**config.mk**
```make
export PLATFORM = sky130hd
export DESIGN_NAME = intel_hex_record_encoder
export DESIGN_NICKNAME = d
export VERILOG_FILES = /design/src/rtl/ihex_enc_pkg.sv /design/src/rtl/ihex_enc_front.sv /design/src/rtl/ihex_enc_serial.sv /design/src/rtl/intel_hex_record_encoder.sv
export SDC_FILE = /design/constraint.sdc
export NUM_CORES = 1
export LEC_CHECK = 0
export ABC_CLOCK_PERIOD_IN_PS = 7050
export BUFFER_PORTS_ARGS = -buffer_cell sky130_fd_sc_hd__buf_2
export CAP_MARGIN = 20
export CELL_PAD_IN_SITES_DETAIL_PLACEMENT = 1
export CELL_PAD_IN_SITES_GLOBAL_PLACEMENT = 1
export CORE_MARGIN = 2
export CORE_UTILIZATION = 49
export DETAILED_ROUTE_END_ITERATION = 12
export PLACE_DENSITY = 0.92
export SYNTH_ARGS = -nofsm -noshare
export SYNTH_HDL_FRONTEND = slang
export SYNTH_HIERARCHICAL = 1
export SYNTH_SLANG_ARGS = --single-unit
```
**constraint.sdc**
```tcl
create_clock -name i_clk -period 7.05 [get_ports i_clk]
set_input_delay 0 -clock i_clk [delete_from_list [all_inputs] [get_ports i_clk]]
set_output_delay 0 -clock i_clk [all_outputs]
set_load 0.02 [all_outputs]
```
**src/rtl/ihex_enc_pkg.sv**
```systemverilog
// Shared types, constants and helpers for the Intel HEX record encoder.
package ihex_enc_pkg;

    // Configuration register indexes.
    localparam logic [1:0] CFG_BASE_ADDRESS  = 2'd0;
    localparam logic [1:0] CFG_IMAGE_LENGTH  = 2'd1;
    localparam logic [1:0] CFG_START_GIVEN   = 2'd2;
    localparam logic [1:0] CFG_START_ADDRESS = 2'd3;

    // Input item modes.
    localparam logic MODE_DATA   = 1'b0;
    localparam logic MODE_FINISH = 1'b1;

    // Fixed record text.
    localparam logic [71:0] EXT_HEAD   = ":02000004";
    localparam logic [71:0] START_HEAD = ":04000005";
    localparam logic [87:0] END_TEXT   = ":00000001FF";
    localparam logic [15:0] TYPE_DATA  = "00";
    localparam logic [7:0]  CHAR_COLON = ":";
    localparam logic [7:0]  CHAR_CR    = 8'h0D;
    localparam logic [7:0]  CHAR_LF    = 8'h0A;
    localparam logic [7:0]  CHAR_ERROR = 8'h00;

    // Byte count plus record type, folded into the fixed records' checksums.
    localparam logic [7:0] EXT_SUM_BASE   = 8'h06;
    localparam logic [7:0] START_SUM_BASE = 8'h09;

    // Everything the serializer needs to print the records of one item.
    typedef struct packed {
        logic        err;
        logic        fin;
        logic        start;
        logic        ext;
        logic        hdr;
        logic        close;
        logic [15:0] upper;
        logic [7:0]  ext_sum;
        logic [7:0]  len;
        logic [15:0] lower;
        logic [7:0]  data;
        logic [7:0]  close_sum;
        logic [31:0] start_addr;
        logic [7:0]  start_sum;
    } t_job;

    function automatic logic [7:0] hex_char(input logic [3:0] nib);
        hex_char = (nib < 4'd10) ? (8'h30 + {4'h0, nib}) : (8'h37 + {4'h0, nib});
    endfunction

    function automatic logic [15:0] hex_byte(input logic [7:0] v);
        hex_byte = {hex_char(v[7:4]), hex_char(v[3:0])};
    endfunction

endpackage

```
**src/rtl/ihex_enc_front.sv**
```systemverilog
// Record planner: configuration registers, image state and per-item job build.
module ihex_enc_front #(
    parameter int RECORD_BYTES = 16
) (
    input  logic                i_clk,
    input  logic                i_rst_n,
    input  logic                i_cfg_we,
    input  logic [1:0]          i_cfg_index,
    input  logic [31:0]         i_cfg_data,
    input  logic                i_accept,
    input  logic                i_mode,
    input  logic [7:0]          i_data_byte,
    output logic                o_load,
    output ihex_enc_pkg::t_job  o_job
);

    localparam int PosW = $clog2(RECORD_BYTES + 1);

    logic [31:0]     r_base_address;
    logic [31:0]     r_image_length;
    logic            r_start_given;
    logic [31:0]     r_start_address;
    logic [31:0]     r_byte_offset;
    logic [7:0]      r_record_sum;
    logic [15:0]     r_last_upper;
    logic [PosW-1:0] r_record_pos;

    logic [31:0]     addr;
    logic [31:0]     remaining;
    logic            in_range;
    logic            rec_open;
    logic            ext_needed;
    logic [7:0]      len;
    logic [7:0]      hdr_sum;
    logic [7:0]      n_record_sum;
    logic [PosW-1:0] n_record_pos;
    logic            close_rec;
    logic            fin_err;
    logic [7:0]      start_bytes;

    assign addr         = r_base_address + r_byte_offset;
    assign remaining    = r_image_length - r_byte_offset;
    assign in_range     = r_byte_offset < r_image_length;
    assign rec_open     = r_record_pos == '0;
    assign ext_needed   = rec_open && (addr[31:16] != r_last_upper);
    assign len          = (remaining < 32'(RECORD_BYTES)) ? remaining[7:0] : 8'(RECORD_BYTES);
    assign hdr_sum      = len + addr[7:0] + addr[15:8];
    assign n_record_sum = (rec_open ? hdr_sum : r_record_sum) + i_data_byte;
    assign n_record_pos = r_record_pos + 1'b1;
    // While a byte is in range, the offset reaches the length exactly when one byte remains.
    assign close_rec    = (n_record_pos >= PosW'(RECORD_BYTES)) || (remaining == 32'd1);
    assign fin_err      = in_range || !rec_open;
    assign start_bytes  = r_start_address[7:0] + r_start_address[15:8]
                        + r_start_address[23:16] + r_start_address[31:24];

    assign o_load = i_accept && ((i_mode == ihex_enc_pkg::MODE_FINISH) || in_range);

    always_comb begin
        o_job            = '0;
        o_job.err        = (i_mode == ihex_enc_pkg::MODE_FINISH) && fin_err;
        o_job.fin        = i_mode == ihex_enc_pkg::MODE_FINISH;
        o_job.start      = r_start_given;
        o_job.ext        = ext_needed;
        o_job.hdr        = rec_open;
        o_job.close      = close_rec;
        o_job.upper      = addr[31:16];
        o_job.ext_sum    = 8'h00 - (ihex_enc_pkg::EXT_SUM_BASE + addr[23:16] + addr[31:24]);
        o_job.len        = len;
        o_job.lower      = addr[15:0];
        o_job.data       = i_data_byte;
        o_job.close_sum  = 8'h00 - n_record_sum;
        o_job.start_addr = r_start_address;
        o_job.start_sum  = 8'h00 - (ihex_enc_pkg::START_SUM_BASE + start_bytes);
    end

    always_ff @(posedge i_clk) begin
        if (!i_rst_n) begin
            r_base_address  <= '0;
            r_image_length  <= '0;
            r_start_given   <= 1'b0;
            r_start_address <= '0;
            r_byte_offset   <= '0;
            r_record_sum    <= '0;
            r_last_upper    <= '0;
            r_record_pos    <= '0;
        end else begin
            if (i_cfg_we) begin
                case (i_cfg_index)
                    ihex_enc_pkg::CFG_BASE_ADDRESS:  r_base_address  <= i_cfg_data;
                    ihex_enc_pkg::CFG_IMAGE_LENGTH:  r_image_length  <= i_cfg_data;
                    ihex_enc_pkg::CFG_START_GIVEN:   r_start_given   <= i_cfg_data[0];
                    ihex_enc_pkg::CFG_START_ADDRESS: r_start_address <= i_cfg_data;
                    default: ;
                endcase
            end
            if (i_accept) begin
                if (i_mode == ihex_enc_pkg::MODE_DATA) begin
                    if (in_range) begin
                        r_byte_offset <= r_byte_offset + 32'd1;
                        r_record_pos  <= close_rec ? '0 : n_record_pos;
                        r_record_sum  <= close_rec ? 8'h00 : n_record_sum;
                        if (ext_needed) begin
                            r_last_upper <= addr[31:16];
                        end
                    end
                end else if (!fin_err) begin
                    r_byte_offset <= '0;
                    r_record_sum  <= '0;
                    r_last_upper  <= '0;
                    r_record_pos  <= '0;
                end
            end
        end
    end

endmodule

```
**src/rtl/ihex_enc_serial.sv**
```systemverilog
// Character serializer: walks the records of one job and drives the output register.
module ihex_enc_serial (
    input  logic               i_clk,
    input  logic               i_rst_n,
    input  logic               i_load,
    input  ihex_enc_pkg::t_job i_job,
    input  logic               i_stall,
    output logic               o_ready,
    output logic               o_valid,
    output logic [7:0]         o_character,
    output logic               o_last,
    output logic               o_error
);

    localparam int LineChars = 21;

    typedef enum logic [2:0] {
        SEG_EXT,
        SEG_HDR,
        SEG_DATA,
        SEG_CLOSE,
        SEG_START,
        SEG_END,
        SEG_ERR
    } t_seg;

    logic               r_job_valid;
    ihex_enc_pkg::t_job r_job;
    t_seg               r_seg;
    logic [4:0]         r_idx;
    logic               r_out_valid;
    logic [7:0]         r_out_char;
    logic               r_out_last;
    logic               r_out_error;

    t_seg                   first_seg;
    t_seg                   next_seg;
    logic                   has_next;
    logic [4:0]             seg_last;
    logic                   seg_end;
    logic                   advance;
    logic                   job_done;
    logic [LineChars*8-1:0] line;
    logic [7:0]             ch;

    always_comb begin
        if (i_job.err) begin
            first_seg = SEG_ERR;
        end else if (i_job.fin) begin
            first_seg = i_job.start ? SEG_START : SEG_END;
        end else if (i_job.ext) begin
            first_seg = SEG_EXT;
        end else if (i_job.hdr) begin
            first_seg = SEG_HDR;
        end else begin
            first_seg = SEG_DATA;
        end
    end

    always_comb begin
        next_seg = SEG_ERR;
        has_next = 1'b0;
        seg_last = 5'd0;
        case (r_seg)
            SEG_EXT: begin
                seg_last = 5'd16;
                next_seg = SEG_HDR;
                has_next = 1'b1;
            end
            SEG_HDR: begin
                seg_last = 5'd8;
                next_seg = SEG_DATA;
                has_next = 1'b1;
            end
            SEG_DATA: begin
                seg_last = 5'd1;
                next_seg = SEG_CLOSE;
                has_next = r_job.close;
            end
            SEG_CLOSE: seg_last = 5'd3;
            SEG_START: begin
                seg_last = 5'd20;
                next_seg = SEG_END;
                has_next = 1'b1;
            end
            SEG_END: seg_last = 5'd12;
            SEG_ERR: seg_last = 5'd0;
            default: ;
        endcase
    end

    // Each segment's text is laid out left-aligned in one line and picked by index.
    always_comb begin
        line = '0;
        case (r_seg)
            SEG_EXT: line = {ihex_enc_pkg::EXT_HEAD,
                             ihex_enc_pkg::hex_byte(r_job.upper[15:8]),
                             ihex_enc_pkg::hex_byte(r_job.upper[7:0]),
                             ihex_enc_pkg::hex_byte(r_job.ext_sum),
                             ihex_enc_pkg::CHAR_CR, ihex_enc_pkg::CHAR_LF, 32'h0};
            SEG_HDR: line = {ihex_enc_pkg::CHAR_COLON,
                             ihex_enc_pkg::hex_byte(r_job.len),
                             ihex_enc_pkg::hex_byte(r_job.lower[15:8]),
                             ihex_enc_pkg::hex_byte(r_job.lower[7:0]),
                             ihex_enc_pkg::TYPE_DATA, 96'h0};
            SEG_DATA: line = {ihex_enc_pkg::hex_byte(r_job.data), 152'h0};
            SEG_CLOSE: line = {ihex_enc_pkg::hex_byte(r_job.close_sum),
                               ihex_enc_pkg::CHAR_CR, ihex_enc_pkg::CHAR_LF, 136'h0};
            SEG_START: line = {ihex_enc_pkg::START_HEAD,
                               ihex_enc_pkg::hex_byte(r_job.start_addr[31:24]),
                               ihex_enc_pkg::hex_byte(r_job.start_addr[23:16]),
                               ihex_enc_pkg::hex_byte(r_job.start_addr[15:8]),
                               ihex_enc_pkg::hex_byte(r_job.start_addr[7:0]),
                               ihex_enc_pkg::hex_byte(r_job.start_sum),
                               ihex_enc_pkg::CHAR_CR, ihex_enc_pkg::CHAR_LF};
            SEG_END: line = {ihex_enc_pkg::END_TEXT,
                             ihex_enc_pkg::CHAR_CR, ihex_enc_pkg::CHAR_LF, 64'h0};
            SEG_ERR: line = {ihex_enc_pkg::CHAR_ERROR, 160'h0};
            default: ;
        endcase
    end

    assign ch       = line[(LineChars - 1 - int'(r_idx)) * 8 +: 8];
    assign seg_end  = r_idx == seg_last;
    assign advance  = r_job_valid && (!r_out_valid || !i_stall);
    assign job_done = advance && seg_end && !has_next;
    assign o_ready  = !r_job_valid || job_done;

    always_ff @(posedge i_clk) begin
        if (!i_rst_n) begin
            r_job_valid <= 1'b0;
            r_seg       <= SEG_ERR;
            r_idx       <= '0;
            r_out_valid <= 1'b0;
        end else begin
            if (advance) begin
                r_out_valid <= 1'b1;
                r_out_char  <= ch;
                r_out_last  <= seg_end && !has_next;
                r_out_error <= r_seg == SEG_ERR;
            end else if (!i_stall) begin
                r_out_valid <= 1'b0;
            end

            if (i_load) begin
                r_job_valid <= 1'b1;
                r_job       <= i_job;
                r_seg       <= first_seg;
                r_idx       <= '0;
            end else if (job_done) begin
                r_job_valid <= 1'b0;
            end else if (advance) begin
                if (seg_end) begin
                    r_seg <= next_seg;
                    r_idx <= '0;
                end else begin
                    r_idx <= r_idx + 5'd1;
                end
            end
        end
    end

    assign o_valid     = r_out_valid;
    assign o_character = r_out_char;
    assign o_last      = r_out_last;
    assign o_error     = r_out_error;

endmodule

```
**src/rtl/intel_hex_record_encoder.sv**
```systemverilog
// Top level of the streaming Intel HEX record encoder.
//
//  channel   direction  handshake          payload
//  input     in         i_valid / o_stall  i_mode, i_data_byte
//  output    out        o_valid / i_stall  o_character, o_last, o_error
//  config    in         i_cfg_we           i_cfg_index, i_cfg_data
//
// One character leaves per cycle while i_stall is low, so the serializer sets the rate:
// a data byte yields 2 characters, plus 9 when it opens a record, 17 more for an extended
// address record and 4 when it closes one. A finish yields 13, 34 with a start address record,
// or 1 if premature. A byte past the image length is accepted and produces nothing.
// The synchronous reset clears the configuration, the image state and both valid flags.
// o_stall is high while the serializer holds a job that is not on its final transfer;
// the output register holds its character while i_stall is high.
module intel_hex_record_encoder #(
    parameter int RECORD_BYTES = 16
) (
    input  logic        i_clk,
    input  logic        i_rst_n,
    input  logic        i_cfg_we,
    input  logic [1:0]  i_cfg_index,
    input  logic [31:0] i_cfg_data,
    input  logic        i_valid,
    output logic        o_stall,
    input  logic        i_mode,
    input  logic [7:0]  i_data_byte,
    output logic        o_valid,
    input  logic        i_stall,
    output logic [7:0]  o_character,
    output logic        o_last,
    output logic        o_error
);

    logic               ready;
    logic               accept;
    logic               load;
    ihex_enc_pkg::t_job job;

    assign o_stall = !ready;
    assign accept  = i_valid && ready;

    ihex_enc_front #(
        .RECORD_BYTES(RECORD_BYTES)
    ) u_front (
        .i_clk       (i_clk),
        .i_rst_n     (i_rst_n),
        .i_cfg_we    (i_cfg_we),
        .i_cfg_index (i_cfg_index),
        .i_cfg_data  (i_cfg_data),
        .i_accept    (accept),
        .i_mode      (i_mode),
        .i_data_byte (i_data_byte),
        .o_load      (load),
        .o_job       (job)
    );

    ihex_enc_serial u_serial (
        .i_clk       (i_clk),
        .i_rst_n     (i_rst_n),
        .i_load      (load),
        .i_job       (job),
        .i_stall     (i_stall),
        .o_ready     (ready),
        .o_valid     (o_valid),
        .o_character (o_character),
        .o_last      (o_last),
        .o_error     (o_error)
    );

endmodule

```
; Word level (Yosys, flattened, before mapping)
; Index checks and enable logic that the tools add are counted.
; W data, S select, Z words.
[classes]
n_addsub = 70
multipliers = 0
n_div = 0
magnitude_cmp = 29
n_eq_ne = 15
n_shift = 1
mux = 61
bitwise = 2
reduce_logical = 39
[op_table]
columns = op, n
row1 = $pmux W168 S6, 1
row2 = $add A6 B4 Y7 const A, 52
row3 = $mux W8, 32
row4 = $shiftx A168 B32 Y8, 1
row5 = $lt A4 B4 Y1 const B, 26
row6 = $mux W32, 3
row7 = $mux W16, 4
row8 = $add A8 B8 Y8, 7
row9 = $add A32 B1 Y32 const B, 1
row10 = $add A32 B32 Y32, 1
row11 = $eq A32 B1 Y1 const B, 1
row12 = $lt A32 B32 Y1, 1
row13 = $lt A32 B5 Y1 const B, 1
row14 = $sub A32 B32 Y32, 1
row15 = $pmux W5 S6, 1
row16 = $mux W5, 5
row17 = $sub A1 B8 Y8 const A, 3
row18 = $mux W3, 7
row19 = $ne A16 B16 Y1, 1
row20 = $reduce_and A2 Y1, 7
row21 = $pmux W3 S4, 1
row22 = $add A5 B1 Y5 const B, 2
row23 = $reduce_bool A2 Y1, 5
row24 = $eq A3 B3 Y1 const B, 3
row25 = other kinds (25), 50
[totals]
ff_bits = 283
latch_bits = 0
ramBits = 0
rom_bits = 0
input_bits = 48
out_inout_bits = 12
elab_cells = 241
mem_count = 0

; Depth between registers and ports, before layout
[depth]
ltp_word = 10
ltp_mapped = 31
mapped_depth_nobuf = 31

; By module
; Netlist, hierarchy kept.
[by_module_without_submodules]
columns = mod, n_inst, cells_each, area_each_um2, seq_area_each_um2
row1 = ihex_enc_front, 1, 1614, 12271.8, 3163.0
row2 = ihex_enc_serial, 1, 842, 8221.6, 3623.5
row3 = intel_hex_record_encoder, 1, 2, 10.0, 0.0

; Worst setup path before layout
; OpenSTA, ideal clock, no wires.
[synth_timing]
path_type = flip-flop to flip-flop
from = reg u_front.r_byte_offset[0]
to = reg u_serial/r_job[47] (netlist bit), data pin
setup_ns = 0.263
t_arrival_ns = 5.957
t_required_ns = 6.787
path_slack_ns = 0.830
stages_incl_launch_ff = 28
path_buffers = 0
synth_period_minus_slack_ns = 6.220
path_cell_list = dfxtp_1 -> ha_1 -> inv_1 -> fa_1 -> nand3_1 -> a21oi_1 -> o21bai_1 -> a21o_1 -> nand3_1 -> or4_1 -> nor4_1 -> nor2b_1 -> nand4b_1 -> or2_2 -> fa_1 -> inv_1 -> ha_1 -> fa_1 -> a21o_1 -> a21oi_1 -> xnor2_1 -> o21ai_0 -> ha_1 -> nand2_1 -> o21ai_0 -> xnor2_1 -> xnor2_1 -> xor2_1
[synth_lines]
columns = item, line_no
row1 = from (decl), ihex_enc_front.sv:23  ; logic [31:0] r_byte_offset;
row2 = from (signal assigned), ihex_enc_front.sv:99  ; r_byte_offset <= r_byte_offset + 32'd1;
row3 = to (signal assigned), ihex_enc_serial.sv:147  ; r_job <= i_job;
row4 = to (decl), ihex_enc_serial.sv:28  ; ihex_enc_pkg::t_job r_job;

==> run_results.csv <==
group,metric,value,unit
yosys,yosys.area_share.simple,18.05,%
drt,drtPass1Iterations,5,
worst_setup_path,reg2reg_slack,0.13,ns
outcome,status,"finished, final reports clean",
pwr,power_frac_comb,26.6,%
pwr,switching_share,34.52,%
sta,fin_worst_skew,0.02291,ns
final_layout,finalNonFillerCells,3074,
drt,drtAntennaViolNets,0,
sta,max_slew_margin,27.01,%
final_layout,fillers,4902,
yosys,synth_xor_area_share,7.256,%
drt,drt_iter0_markers,1555,
worst_setup_path,cp-end-kind,"register",
pwr,p_sw,1.794,mW
yosys,synth_area_leaders,"edfxtp_1, dfxtp_1, ha_1, a21oi_1, nand2_1",
place,dp_hpwl,57.76,mm
final_layout,final_util,55.94,%
final_layout,final_layout_size_suffix_gt1_share,9.685,%
clock_tree,clock_latency,0.56,ns
pwr,clock_power_share,36.6,%
floorplan,ioPinCount,60,
sta,fin_ws,0.1279,ns
pwr,internal-power,3.403,mW
yosys,synthDistinctLibCells,110,
worst_hold_path,hold_class,"input pin to register",
yosys,ys.flop_type,"dfxtp_1",
floorplan,dieArea,43500,sq um
clock_tree,htreeDepth,2,
pwr,p_leak,8.973,nW
yosys,synth_seq_area_share,33.10,%
worst_setup_path,critPathSlowestCell,"or4_1",
yosys,synth.most_common_cell,"nand2_1",
yosys,yosysWarnings,6,
drt,wl_per_cell,26.26,microns
pwr,peakVddDrop,0.1661,mV
sta,worstMarginPinSlew,1.081,ns
global_route,grt_start_max_net_pins,78,
yosys,ys_top_cells_by_count,"nand2_1, a21oi_1, inv_1",
place,dpl_worst_slack,0.005740,ns
global_route,grt_overflow_total,0,
sta,slew_viol_final,0,
drt,drc,0,
floorplan,die_w,208.6,microns
clock_tree,path_clk_slew,0.07,ns
yosys,synth_top_area_share,16.70,%
clock_tree,clock-root-buffer,"clkbuf_16",
clock_tree,cts.sinks,282,
worst_setup_path,cp.arrival,7.22,ns
floorplan,initial_core_util,49.88,%
drt,num_vias,19950,
yosys,async_flop_share,0,%
final_layout,layout.nets,2725,
worst_setup_path,crit_path_max_incr_delay,0.51,ns
drt,post_drt_via_cell_ratio,6.489,
worst_setup_path,start_kind,"register",
yosys,synth_area,20500,sq um
yosys,synth_edf_count,114,
yosys,synth_top_family_by_area,"compound AO/OA/AOI/OAI gates",
floorplan,std_cell_rows,74,
clock_tree,cts_buffer_depth,3,
worst_setup_path,cp.required,7.34,ns
worst_setup_path,path_class,"register to register",
yosys,synth_compound_area_share,22.71,%
place,port_buffers,58,
yosys,avgSynthCellArea,8.342,sq um
drt,drt_wl_total,80.71,mm
sta,finalCriticalPeriod,6.922,ns
sta,fin_crit_sh,98.19,%
clock_tree,cts_tree,"done",
yosys,synthAdderAreaFrac,10.74,%
place,place_inst,2963,
global_route,grt_usage,35.94,%
yosys,syn_inst,2458,
run,drv_cap,0,
global_route,first_global_vias,20810,
global_route,antenna_found_initial,3,
sta,hold_viol_final,0,
sta,setup_violations,0,
floorplan,core,41110,sq um
floorplan,die_h,208.6,microns
worst_setup_path,cpMostUsedCell,"ha_1",
clock_tree,cts_buffers,34,
yosys,synth-seq-cells,282,
global_route,grt_pass1_wl,121.5,mm
yosys,synthMuxAreaShare,1.690,%
pwr,powerDensity,226.0,nW/um^2
worst_setup_path,cp_max_fo,5,
pwr,sequentialPowerShare,36.8,%
sta,max_freq,0.1445,GHz
place,place.gp.congestion,0.9836,
yosys,yosysTopAreaCell,"edfxtp_1",
final_layout,area_growth,12.16,%
[power by group through the flow]
| stage | Sequential, mW | Clock, mW | Combinational, mW |
|---|---|---|---|
| finish | 1.91 | 1.90 | 1.38 |
| global route | 1.92 | 1.98 | 1.47 |
| CTS | 1.91 | 1.91 | 1.31 |
| detailed placement | 1.94 | 0 | 1.26 |
| global placement | 1.93 | 0 | 1.20 |
| floorplan | 1.91 | 0 | 0.883 |
[layout make-up]
class | count | area [sq um] | area share, %
antenna | 2 | 5.005 | 0.02176
multi-input combinational | 1874 | 12610 | 54.83
timing repair buffer | 141 | 1069 | 4.646
sequential | 282 | 6789 | 29.52
tap | 532 | 665.6 | 2.894
clock buffer | 44 | 982.2 | 4.271
inverter | 183 | 688.2 | 2.992
clock inverter | 16 | 188.9 | 0.8215
[layout by cell type, fill, tap and decap left out, drive strengths merged, types with 59 or more instances in the layout]
master,instances
nand2,372
a21oi,280
inv,188
dfxtp,168
nor2,154
o21ai,142
ha,136
xnor2,123
edfxtp,114
buf,95
nor3,59
[timing repair]
action	4_1_cts	5_1_grt
buffers inserted	0	1
setup endpoints to repair	3	7
pin swaps	1	6
gates resized for setup	9	31
hold endpoints to repair	119	0
hold buffers	46	0
[sequential cells by signal, summed over array words and instances (netlist names)]
name	cells
u_front/r_start_given	1
u_front/r_byte_offset	32
u_front/r_record_sum	8
u_serial/r_job_valid	1
u_front/r_last_upper	16
u_serial/r_idx	5
u_front/r_base_address	32
u_serial/o_valid	1
u_serial/o_last	1
u_front/r_record_pos	5
u_serial/r_seg	3
u_serial/o_error	1
u_serial/o_character	7
u_front/r_start_address	32
u_serial/r_job	105
u_front/r_image_length	32
[cell families after synthesis]
family	count (synthesis)
other cells	2
xor+xnor	165
fa+ha+maj	161
flops	282
mux	25
buf+inv	306
simple gates	796
compound gates	721
[layer usage]
| metal | track usage, % | vias up | wire length (microns) |
|---|---|---|---|
| li1 | - | 8867 | - |
| met4 | 22.91 | 0 | 5591 |
| met2 | 61.93 | 871 | 38860 |
| met5 | 0 | - | 0 |
| met3 | 5.962 | 299 | 5462 |
| met1 | 41.52 | 9911 | 30800 |
[worst paths after layout]
path	startpoint	end	depth (start not counted)
worst max-delay path	u_front/r_byte_offset[1]$_SDFFE_PN0P_	u_serial/r_job[47]$_DFFE_PP_	29
worst min-delay path	i_data_byte[4]	u_serial/r_job[52]$_DFFE_PP_	2
worst max register to register	u_front/r_byte_offset[1]$_SDFFE_PN0P_	u_serial/r_job[47]$_DFFE_PP_	29
worst min register to register	u_front/r_base_address[29]$_SDFFE_PN0P_	u_front/r_base_address[29]$_SDFFE_PN0P_	2
[per-stage QoR]
stage,TNS [ns],power [mW],instance area (sq um),hold WS (ns)
floorplan,0,2.797,20520,0.06194
global placement,0,3.131,21140,0.2123
detailed placement,0,3.199,21140,0.2110
CTS,0,5.126,22790,0.1778
global route,-0.07452,5.366,22990,0.2302
finish,0,5.198,23000,0.2109
[worst max-delay path: cells and delay by family, from the launching register on]
kind / cells / cell delay [ns]
AO/OA/AOI/OAI: 11 / 2.33
adder cells (fa/ha/maj): 4 / 1.46
AND/OR/NAND/NOR: 7 / 1.33
XOR/XNOR: 4 / 0.75
buffers and inverters: 3 / 0.42
flip-flops: 1 / 0.36
No activity file was read; power rests on OpenSTA's default activity.
